## src/rtl/domain_name_validator_core_macros.svh

```systemverilog
// Assertion macros for the domain name validator.
// Included by the top level; no other dependencies.
`ifndef DOMAIN_NAME_VALIDATOR_CORE_MACROS_SVH
`define DOMAIN_NAME_VALIDATOR_CORE_MACROS_SVH

`ifndef SYNTH
// Checked property, masked while reset is low.
`define DNV_ASSERT(label, clk, rstn, prop) \
    label: assert property (@(posedge clk) disable iff (!rstn) prop) \
        else $error("assertion failed");
// Checked property, also during reset.
`define DNV_ASSERT_ALWAYS(label, clk, prop) \
    label: assert property (@(posedge clk) prop) else $error("assertion failed");
`else
`define DNV_ASSERT(label, clk, rstn, prop)
`define DNV_ASSERT_ALWAYS(label, clk, prop)
`endif

`endif

```

## src/rtl/dnv_pkg.sv

```systemverilog
// Shared types and constants for the domain name validator.
// No dependencies.
package dnv_pkg;

    localparam int unsigned NAME_W  = 9;
    localparam int unsigned LABEL_W = 7;
    localparam int unsigned CHAR_W  = 8;
    localparam int unsigned CFG_W   = 9;

    localparam logic [NAME_W-1:0]  NAME_LIMIT_RST  = 9'd255;
    localparam logic [LABEL_W-1:0] LABEL_LIMIT_RST = 7'd63;

    localparam logic [CHAR_W-1:0] CH_HYPHEN = 8'h2D;
    localparam logic [CHAR_W-1:0] CH_DOT    = 8'h2E;

    // Configuration register indexes
    typedef enum logic {
        CFG_MAX_NAME  = 1'b0,
        CFG_MAX_LABEL = 1'b1
    } cfg_idx_t;

    typedef enum logic [2:0] {
        ERR_NONE      = 3'd0,
        ERR_CHAR      = 3'd1,
        ERR_EDGE      = 3'd2,
        ERR_NAME_LEN  = 3'd3,
        ERR_LABEL_LEN = 3'd4
    } err_t;

    typedef struct packed {
        logic [CHAR_W-1:0] char_code;
        logic              is_last;
    } item_t;

    typedef struct packed {
        logic valid_res;
        err_t fault_code;
    } result_t;

endpackage

```

## src/rtl/dnv_in_stage.sv

```systemverilog
// Input register for one character item.
// Depends on dnv_pkg.
module dnv_in_stage (
    input  logic           aclk,
    input  logic           aresetn,
    input  logic           s_valid,
    output logic           s_ready,
    input  dnv_pkg::item_t s_item,
    input  logic           advance,
    output logic           item_valid,
    output dnv_pkg::item_t item
);
    import dnv_pkg::*;

    logic  valid_reg;
    logic  valid_next;
    item_t item_reg;

    assign s_ready = !valid_reg || advance;

    always_comb begin
        valid_next = valid_reg;
        if (s_valid && s_ready) begin
            valid_next = 1'b1;
        end else if (advance) begin
            valid_next = 1'b0;
        end
    end

    always_ff @(posedge aclk) begin
        if (!aresetn) begin
            valid_reg <= 1'b0;
        end else begin
            valid_reg <= valid_next;
        end
    end

    always_ff @(posedge aclk) begin
        if (s_valid && s_ready) begin
            item_reg <= s_item;
        end
    end

    assign item_valid = valid_reg;
    assign item       = item_reg;
endmodule

```

## src/rtl/dnv_scan.sv

```systemverilog
// Per-name scan state: counters, label flags and first error.
// Depends on dnv_pkg. Result is combinational from the current item.
module dnv_scan (
    input  logic                         aclk,
    input  logic                         aresetn,
    input  logic                         advance,
    input  dnv_pkg::item_t               item,
    input  logic [dnv_pkg::NAME_W-1:0]   max_name,
    input  logic [dnv_pkg::LABEL_W-1:0]  max_label,
    output dnv_pkg::result_t             result
);
    import dnv_pkg::*;

    typedef struct packed {
        logic [LABEL_W-1:0] count;
        logic               first;
        logic               prev_hyphen;
        logic               has_digit;
        logic               start_bad;
        logic               bad_char;
        logic               over;
    } label_t;

    localparam label_t LABEL_CLR = '{count: '0, first: 1'b1, default: 1'b0};

    function automatic err_t close_code(input label_t l, input logic final_lbl);
        err_t e;
        e = ERR_NONE;
        if (l.first) begin
            e = final_lbl ? ERR_CHAR : ERR_EDGE;
        end else if (l.over) begin
            e = ERR_LABEL_LEN;
        end else if (l.start_bad || l.prev_hyphen) begin
            e = ERR_EDGE;
        end else if (l.bad_char || (final_lbl && l.has_digit)) begin
            e = ERR_CHAR;
        end
        return e;
    endfunction

    logic [NAME_W-1:0] name_cnt_reg, name_cnt_next;
    logic              name_over_reg, name_over_next;
    err_t              first_err_reg, first_err_next;
    label_t            label_reg, label_next;

    logic   is_letter, is_digit, is_dot, is_hyphen;
    err_t   err_lead, err_last, code;
    label_t label_upd;

    always_comb begin
        is_letter = (item.char_code >= 8'h41 && item.char_code <= 8'h5A) ||
                    (item.char_code >= 8'h61 && item.char_code <= 8'h7A);
        is_digit  = item.char_code >= 8'h30 && item.char_code <= 8'h39;
        is_dot    = item.char_code == CH_DOT;
        is_hyphen = item.char_code == CH_HYPHEN;

        // leading character of the whole name must be alphanumeric
        err_lead = first_err_reg;
        if (name_cnt_reg == '0 && !is_letter && !is_digit && first_err_reg == ERR_NONE) begin
            err_lead = ERR_EDGE;
        end
        name_over_next = name_over_reg || (name_cnt_reg >= max_name);
        name_cnt_next  = (name_cnt_reg != '1) ? name_cnt_reg + 1'b1 : name_cnt_reg;

        label_upd      = label_reg;
        first_err_next = err_lead;
        if (is_dot) begin
            if (err_lead == ERR_NONE) begin
                first_err_next = close_code(label_reg, 1'b0);
            end
            label_upd = LABEL_CLR;
        end else begin
            label_upd.over  = label_reg.over || (label_reg.count >= max_label);
            label_upd.count = (label_reg.count != '1) ? label_reg.count + 1'b1
                                                      : label_reg.count;
            if (is_hyphen) begin
                if (label_reg.first) begin
                    label_upd.start_bad = 1'b1;
                end
                label_upd.prev_hyphen = 1'b1;
            end else begin
                label_upd.prev_hyphen = 1'b0;
                if (is_digit) begin
                    label_upd.has_digit = 1'b1;
                end else if (!is_letter) begin
                    label_upd.bad_char = 1'b1;
                end
            end
            label_upd.first = 1'b0;
        end

        // end of name: close the final label, name length error wins
        err_last = (first_err_next == ERR_NONE) ? close_code(label_upd, 1'b1)
                                                : first_err_next;
        code = name_over_next ? ERR_NAME_LEN : err_last;
        result.valid_res  = (code == ERR_NONE);
        result.fault_code = code;

        label_next = label_upd;
        if (item.is_last) begin
            name_cnt_next  = '0;
            name_over_next = 1'b0;
            first_err_next = ERR_NONE;
            label_next     = LABEL_CLR;
        end
    end

    always_ff @(posedge aclk) begin
        if (!aresetn) begin
            name_cnt_reg  <= '0;
            name_over_reg <= 1'b0;
            first_err_reg <= ERR_NONE;
            label_reg     <= LABEL_CLR;
        end else if (advance) begin
            name_cnt_reg  <= name_cnt_next;
            name_over_reg <= name_over_next;
            first_err_reg <= first_err_next;
            label_reg     <= label_next;
        end
    end
endmodule

```

## src/rtl/domain_name_validator_core.sv

```systemverilog
// Domain name validator, top level: config registers, result register.
// Depends on dnv_pkg, dnv_in_stage, dnv_scan and the macros header.
//
// Usage:
//  - Input channel s_*: one character item per handshake; s_tlast marks the
//    last character of a name. Every item is taken; only the last one of a
//    name produces a result.
//  - Result channel m_*: one item per name, valid flag and error code.
//  - Config port: cfg_we with cfg_index 0 (max name length, 9 bits) or
//    1 (max label length, 7 bits); write only while the block is idle.
// Timing:
//  - Items pass an input register, then the scan logic, then the result
//    register, where m_tvalid rises once the last character is scanned.
//  - The scan is a single combinational step.
//  - One item per cycle, except as held by a pending result (below).
//  - While a result waits on m_tready, non-final characters keep flowing;
//    the next name's last character waits in the input register and
//    s_tready stays low until the result is taken.
// Reset: synchronous, active low; limits return to 255 and 63, scan state
// and the valid flags of both channel registers are cleared.
`include "domain_name_validator_core_macros.svh"

module domain_name_validator_core (
    input  logic        aclk,
    input  logic        aresetn,
    // input characters
    input  logic        s_tvalid,
    output logic        s_tready,
    input  logic [7:0]  s_tdata,   // [7:0] char_code
    input  logic        s_tlast,   // is_last
    // results
    output logic        m_tvalid,
    input  logic        m_tready,
    output logic [7:0]  m_tdata,   // [0] valid_res, [3:1] fault_code, [7:4] zero
    // configuration
    input  logic        cfg_we,
    input  logic        cfg_index,
    input  logic [8:0]  cfg_wdata
);
    import dnv_pkg::*;

    logic [NAME_W-1:0]  max_name_reg;
    logic [LABEL_W-1:0] max_label_reg;

    item_t   s_item;
    item_t   cur_item;
    logic    cur_valid;
    logic    advance;
    logic    out_free;
    result_t scan_res;

    logic    m_valid_reg, m_valid_next;
    result_t m_res_reg;

    // config registers
    always_ff @(posedge aclk) begin
        if (!aresetn) begin
            max_name_reg  <= NAME_LIMIT_RST;
            max_label_reg <= LABEL_LIMIT_RST;
        end else if (cfg_we) begin
            case (cfg_idx_t'(cfg_index))
                CFG_MAX_NAME:  max_name_reg  <= cfg_wdata[NAME_W-1:0];
                CFG_MAX_LABEL: max_label_reg <= cfg_wdata[LABEL_W-1:0];
                default:       max_name_reg  <= max_name_reg;
            endcase
        end
    end

    assign s_item.char_code = s_tdata;
    assign s_item.is_last   = s_tlast;

    // a non-final character never needs the result slot
    assign out_free = !m_valid_reg || m_tready;
    assign advance  = cur_valid && (!cur_item.is_last || out_free);

    dnv_in_stage u_in (
        .aclk       (aclk),
        .aresetn    (aresetn),
        .s_valid    (s_tvalid),
        .s_ready    (s_tready),
        .s_item     (s_item),
        .advance    (advance),
        .item_valid (cur_valid),
        .item       (cur_item)
    );

    dnv_scan u_scan (
        .aclk      (aclk),
        .aresetn   (aresetn),
        .advance   (advance),
        .item      (cur_item),
        .max_name  (max_name_reg),
        .max_label (max_label_reg),
        .result    (scan_res)
    );

    // result register
    always_comb begin
        m_valid_next = m_valid_reg;
        if (advance && cur_item.is_last) begin
            m_valid_next = 1'b1;
        end else if (m_tready) begin
            m_valid_next = 1'b0;
        end
    end

    always_ff @(posedge aclk) begin
        if (!aresetn) begin
            m_valid_reg <= 1'b0;
        end else begin
            m_valid_reg <= m_valid_next;
        end
    end

    always_ff @(posedge aclk) begin
        if (advance && cur_item.is_last) begin
            m_res_reg <= scan_res;
        end
    end

    assign m_tvalid = m_valid_reg;
    assign m_tdata  = {4'b0000, m_res_reg.fault_code, m_res_reg.valid_res};

    // a pending result is never overwritten by the next name's end
    `DNV_ASSERT(a_no_overwrite, aclk, aresetn,
        (m_valid_reg && !m_tready && cur_valid && cur_item.is_last) |-> !advance)
    // a result appears only after a final character was processed
    `DNV_ASSERT(a_rise_from_last, aclk, aresetn,
        $rose(m_valid_reg) |-> $past(advance && cur_item.is_last))
    // the flag and the code agree
    `DNV_ASSERT(a_flag_matches_code, aclk, aresetn,
        m_valid_reg |-> (m_res_reg.valid_res == (m_res_reg.fault_code == ERR_NONE)))
    // nothing moves through the scan without a held input item
    `DNV_ASSERT_ALWAYS(a_advance_needs_item, aclk, advance |-> cur_valid)
endmodule
```

## config.mk

```make
export PLATFORM = sky130hd
export DESIGN_NAME = domain_name_validator_core
export DESIGN_NICKNAME = d
export VERILOG_FILES = /design/src/rtl/dnv_pkg.sv /design/src/rtl/dnv_in_stage.sv /design/src/rtl/dnv_scan.sv /design/src/rtl/domain_name_validator_core.sv
export VERILOG_INCLUDE_DIRS = /design/src /design/src/rtl
export SDC_FILE = /design/constraint.sdc
export NUM_CORES = 1
export LEC_CHECK = 0
export BUFFER_PORTS_ARGS = -buffer_cell sky130_fd_sc_hd__clkbuf_2
export CAP_MARGIN = 20
export CORE_ASPECT_RATIO = 1.75
export CORE_MARGIN = 2
export CORE_UTILIZATION = 45
export DETAILED_ROUTE_END_ITERATION = 10
export PLACE_DENSITY_LB_ADDON = 0.2
export SLEW_MARGIN = 40
export SYNTH_ARGS = -nofsm -noshare
export SYNTH_HDL_FRONTEND = slang
export SYNTH_SLANG_ARGS = --single-unit
```

## constraint.sdc

```tcl
create_clock -name aclk -period 5.9 [get_ports aclk]
set_input_delay 0 -clock aclk [delete_from_list [all_inputs] [get_ports aclk]]
set_output_delay 0 -clock aclk [all_outputs]
set_load 0.01 [all_outputs]
```

# Word-level counts from Yosys, hierarchy flattened
# Cells that the tools add are included.
dict set report totals {
  elab_cells 101
  ff_bits 57
  inputBits 24
  out_inout_bits 10
}
dict set report classes {
  n_bitwise 1
  n_mux 32
  n_addsub 2
  eq_ne 4
  n_lt_le_gt_ge 8
  reduce_logical 36
}
# cell count
set op_table {}
lappend op_table {{3-bit two-way mux} 12}
lappend op_table {{13-bit two-way mux} 2}
lappend op_table {{9-bit two-way mux} 2}
lappend op_table {{8-bit by 6-bit == test with 1-bit output (second input constant)} 2}
lappend op_table {{8-bit by 7-bit greater-or-equal comparator with 1-bit output (second input constant)} 2}
lappend op_table {{8-bit by 7-bit less-or-equal comparator with 1-bit output (second input constant)} 2}
lappend op_table {{1-bit two-way mux} 15}
lappend op_table {{3-bit zero test} 4}
lappend op_table {{9-bit by 1-bit adder with 9-bit output (second input constant)} 1}
lappend op_table {{9-bit greater-or-equal comparator} 1}
lappend op_table {{1-bit logical AND} 9}
lappend op_table {{9-bit zero test} 1}
lappend op_table {{1-bit logical OR} 9}
lappend op_table {{9-bit inequality test (second input constant)} 1}
lappend op_table {{8-bit by 6-bit greater-or-equal comparator with 1-bit output (second input constant)} 1}
lappend op_table {{8-bit by 6-bit less-or-equal comparator with 1-bit output (second input constant)} 1}
lappend op_table {{2-bit AND reduction} 4}
lappend op_table {{7-bit by 1-bit adder with 7-bit output (second input constant)} 1}
lappend op_table {{7-bit greater-or-equal comparator} 1}
lappend op_table {{7-bit two-way mux} 1}
lappend op_table {{7-bit inequality test (second input constant)} 1}
lappend op_table {{2-bit nonzero test} 3}
lappend op_table {{1-bit zero test} 5}
lappend op_table {{3-bit nonzero test} 1}
lappend op_table {{1-bit NOT} 1}

# Depth between registers and ports, before layout
dict set report depth {
  depth_word 15
  depth_mapped 8
}

# By module
# Synthesis repeated with hierarchy kept, for this count alone.
dict set report hier_totals {
  hier_cells 333
  hier_area_um2 3020.4
}
# mod area_each_um2 instances cells_per_inst
set modules_own_cells {}
lappend modules_own_cells {dnv_scan 1830.5 1 231}
lappend modules_own_cells {domain_name_validator_core 862.1 1 88}
lappend modules_own_cells {dnv_in_stage 327.8 1 14}

# Worst setup path before layout
# Ideal clock, no wire load.
dict set report synth_timing {
  kind {reg2reg}
  from {register u_in.item_reg, in the netlist u_in.item[5]}
  to {register m_res_reg, in the netlist m_tdata[0] (data pin)}
  arrival_time_ns 1.879
  synth_period_minus_slack_ns 2.134
  required_time_ns 5.644
  setup_ns 0.256
  path_stages_with_launch 7
  n_path_buf 0
  setup_slack_ns 3.766
  path_cell_list {edfxtp_1 > or4_1 > o221ai_1 > a21oi_1 > o41ai_4 > inv_1 > and4_1}
}
# element line_no
set synth_rtl {}
lappend synth_rtl {{from (decl)} dnv_in_stage.sv:17} ;# item_t item_reg;
lappend synth_rtl {{from (signal assigned)} dnv_in_stage.sv:40} ;# item_reg <= s_item;
lappend synth_rtl {{to (signal assigned)} domain_name_validator_core.sv:117} ;# m_res_reg <= scan_res;
lappend synth_rtl {{to (decl)} domain_name_validator_core.sv:53} ;# result_t m_res_reg;

==> out/metrics.yaml <==
detailed_routing:
  ant_nets: 0
  wirelength_um: 6890
  vias: 2447
  drt-vias-per-instance: 5.29
  drtPass1Iterations: 4
  avgRoutedWirePerCell_um: 14.9
  drc: 0
  drt_iter0_drc: 102
clocking:
  h-tree-depth: 3
  path_clk_slew_ns: 0.05
  worst_skew_pair.late_latency_ns: 0.32
  cts_root_buf: "clkbuf_16"
  cts_inserted_buffers: 9
  cts_setup_buffers: 0
  clockBufferDepth: 2
  clock-sinks: 57
  cts_tree: "yes"
yosys:
  seq_area_frac_synth_pct: 42.9
  synth_top_area_cell: "dfxtp_1"
  synth_top_area_share_pct: 29.8
  ys_ff_latch: 57
  yosysWarnings: 0
  netlist_area_um2: 2960
  netlist_instances: 326
  synthTopCellsByArea: "dfxtp_1 (30%), edfxtp_1 (13%), ha_1 (8.5%), nand2_1 (5.1%), o211ai_1 (4.3%)"
  synthArstFlopShare_pct: 0
  synth_edf_count: 13
  yosysMostFrequentCell: "dfxtp_1"
  synth.avg_cell_area_um2: 9.08
  ys.flop_type: "dfxtp_1"
  synth_common_cells: "dfxtp_1 (44), nand2_1 (40), nor2_1 (32), inv_1 (26), ha_1 (20)"
  synthDistinctLibCells: 54
min_path:
  hold_path_class: "in -> reg"
  worst_hold_path.endpoint: "max_label_reg[0]"
  min_from: "cfg_we"
  min_path_cells: 4
power:
  power-per-cell-area_nw_per_um2: 277
  ir_drop_uv: 186
  p_leak_nw: 1.57
finish:
  largest_reg_flops: 13
  antenna_cells: 0
  drive_gt1_share_pct: 14.2
  areaGrowthSynthToFinish_pct: 23.5
  nets: 420
timing:
  finalHoldViolCount: 0
  max_freq_ghz: 0.423
  slew_violations: 0
  setup_viol: 0
  relSlewSlack_pct: 56.2
  grt_setup_unrepaired: "no"
  post-route-min-period_ns: 2.36
  worstMarginPinSlew_ns: 0.653
  whs_ns: 0.0248
  fin_skew_ns: 0.00616
  setup_tns_ns: 0
  min_period_over_period_pct: 40.1
die:
  die_w_um: 65.3
  coreArea_um2: 6440
  initial_core_util_pct: 46.0
  ioPinCount: 34
  dieArea_um2: 7270
  rows: 39
  die_h_um: 111
setup_path:
  cp.arrival_ns: 2.44
  worstSetupStartpointType: "flop"
  cp_data_required_time_ns: 5.97
  r2r-start: "u_in.item[5]"
  crit_type: "reg -> reg"
  worstReg2RegEnd: "m_tdata[0]"
  critPathMaxFanout: 5
  rrSetupSlack_ns: 3.54
  worstRegToRegCells: 6
  end_kind: "flop"
outcome:
  outcome: "finished clean"
place:
  portBuffers: 29
  place_congestion: 0.842
  hpwl_um: 5060
grt:
  overflow: 0
  antenna_found_initial: 0
  track_usage_pct: 20.9
  grt_pass1_wl_um: 11400
  grt_pass1_vias: 2445
  grt_max_degree: 30
run:
  cap_violations: 0
[cell families after synthesis]
kind of cell               count (synthesis)  synth area share [%]
adders and majority gates                 20                  8.45
AOI/OAI and AO/OA                         70                  17.5
buffers and inverters                     39                  5.45
xor gates and xnor gates                   9                  2.66
DFF                                       57                  42.9
and+or+nand+nor                          130                  22.9
other                                      1                 0.127
[layout make-up]
type / instances / area, um^2
repair buffers: 49 / 343
fillers: 604 / 2780
multi-input cells: 233 / 1550
clock buffers: 14 / 285
inverters: 26 / 97.6
well taps: 82 / 103
clock inverters: 2 / 10.0
flip-flops and latches: 57 / 1270
[power by group]
group / leakage [nW] / internal [mW] / switching, mW
sequential: 0.484 / 0.416 / 0.0110
clock: 0.148 / 0.330 / 0.165
combinational: 0.939 / 0.0404 / 0.0484
total: 1.57 / 0.786 / 0.225
[how the worst max path moves through the flow]
stage | startpoint | to | slack [ns] | cells after the start
detailed placement | u_in.item[5] | m_tdata[0] | 3.56 | 6
floorplan | u_in.item[5] | m_tdata[0] | 3.77 | 6
CTS | u_in.item[5] | m_tdata[0] | 3.55 | 6
global route | u_scan.name_cnt_reg[0] | m_tdata[1] | 3.40 | 8
finish | u_in.item[5] | m_tdata[0] | 3.54 | 6
global placement | u_in.item[5] | m_tdata[0] | 3.64 | 6
[metrics by stage]
| step | instances | total power [mW] | util, % | instance area, um^2 | setup slack, ns |
|---|---|---|---|---|---|
| global route | 463 | 1.06 | 56.8 | 3660 | 3.40 |
| detailed placement | 428 | 0.512 | 49.2 | 3170 | 3.56 |
| floorplan | 329 | 0.487 | - | 2970 | 3.77 |
| finish | 463 | 1.01 | 56.8 | 3660 | 3.54 |
| global placement | 428 | 0.510 | 49.1 | 3160 | 3.64 |
| CTS | 463 | 1.02 | 56.8 | 3660 | 3.55 |
[placed cells by master, fill, tap and decap left out, types with 3 or more instances in the layout]
master         synthesis  routed
inv_1                 26      26
nor2b_1                8       7
a21o_1                 4       4
a22oi_1                4       4
nand3_1                8       8
and2_1                 4       4
nor2_1                32      32
clkbuf_16              0      10
nand2_1               40      40
nand2b_1               6       6
o21ai_0               10      10
dfxtp_1               44      44
xor2_1                 7       7
o211ai_1              17      17
nor3_1                 5       5
nand4_1                8       8
conb_1                 1       4
a21oi_1                9       9
edfxtp_1              13      13
a21boi_0               6       6
dlygate4sd3_1          0      19
clkbuf_2               0      29
ha_1                  20      20
and3_1                 3       3
[critical path, cell delays in order (launching register included)]
cell and delay (ns):
edfxtp_1 0.43, or4_1 0.58, o221ai_1 0.21, a21oi_1 0.18, o41ai_4 0.42, inv_1 0.09
and4_1 0.19
[metal layers]
metal	GRT usage (%)	share of wire, %	vias up
li1	-	-	1247
met1	21.6	40	1143
met2	36.9	54	49
met3	5.28	3.0	8
met4	11.7	2.2	0
met5	0	0	-
[timing repair]
item / CTS / global route
endpoints found under the hold margin: 26 / 0
resized for setup: 0 / 0
hold buffers: 19 / 0
Power figures use the tool's default switching activity.
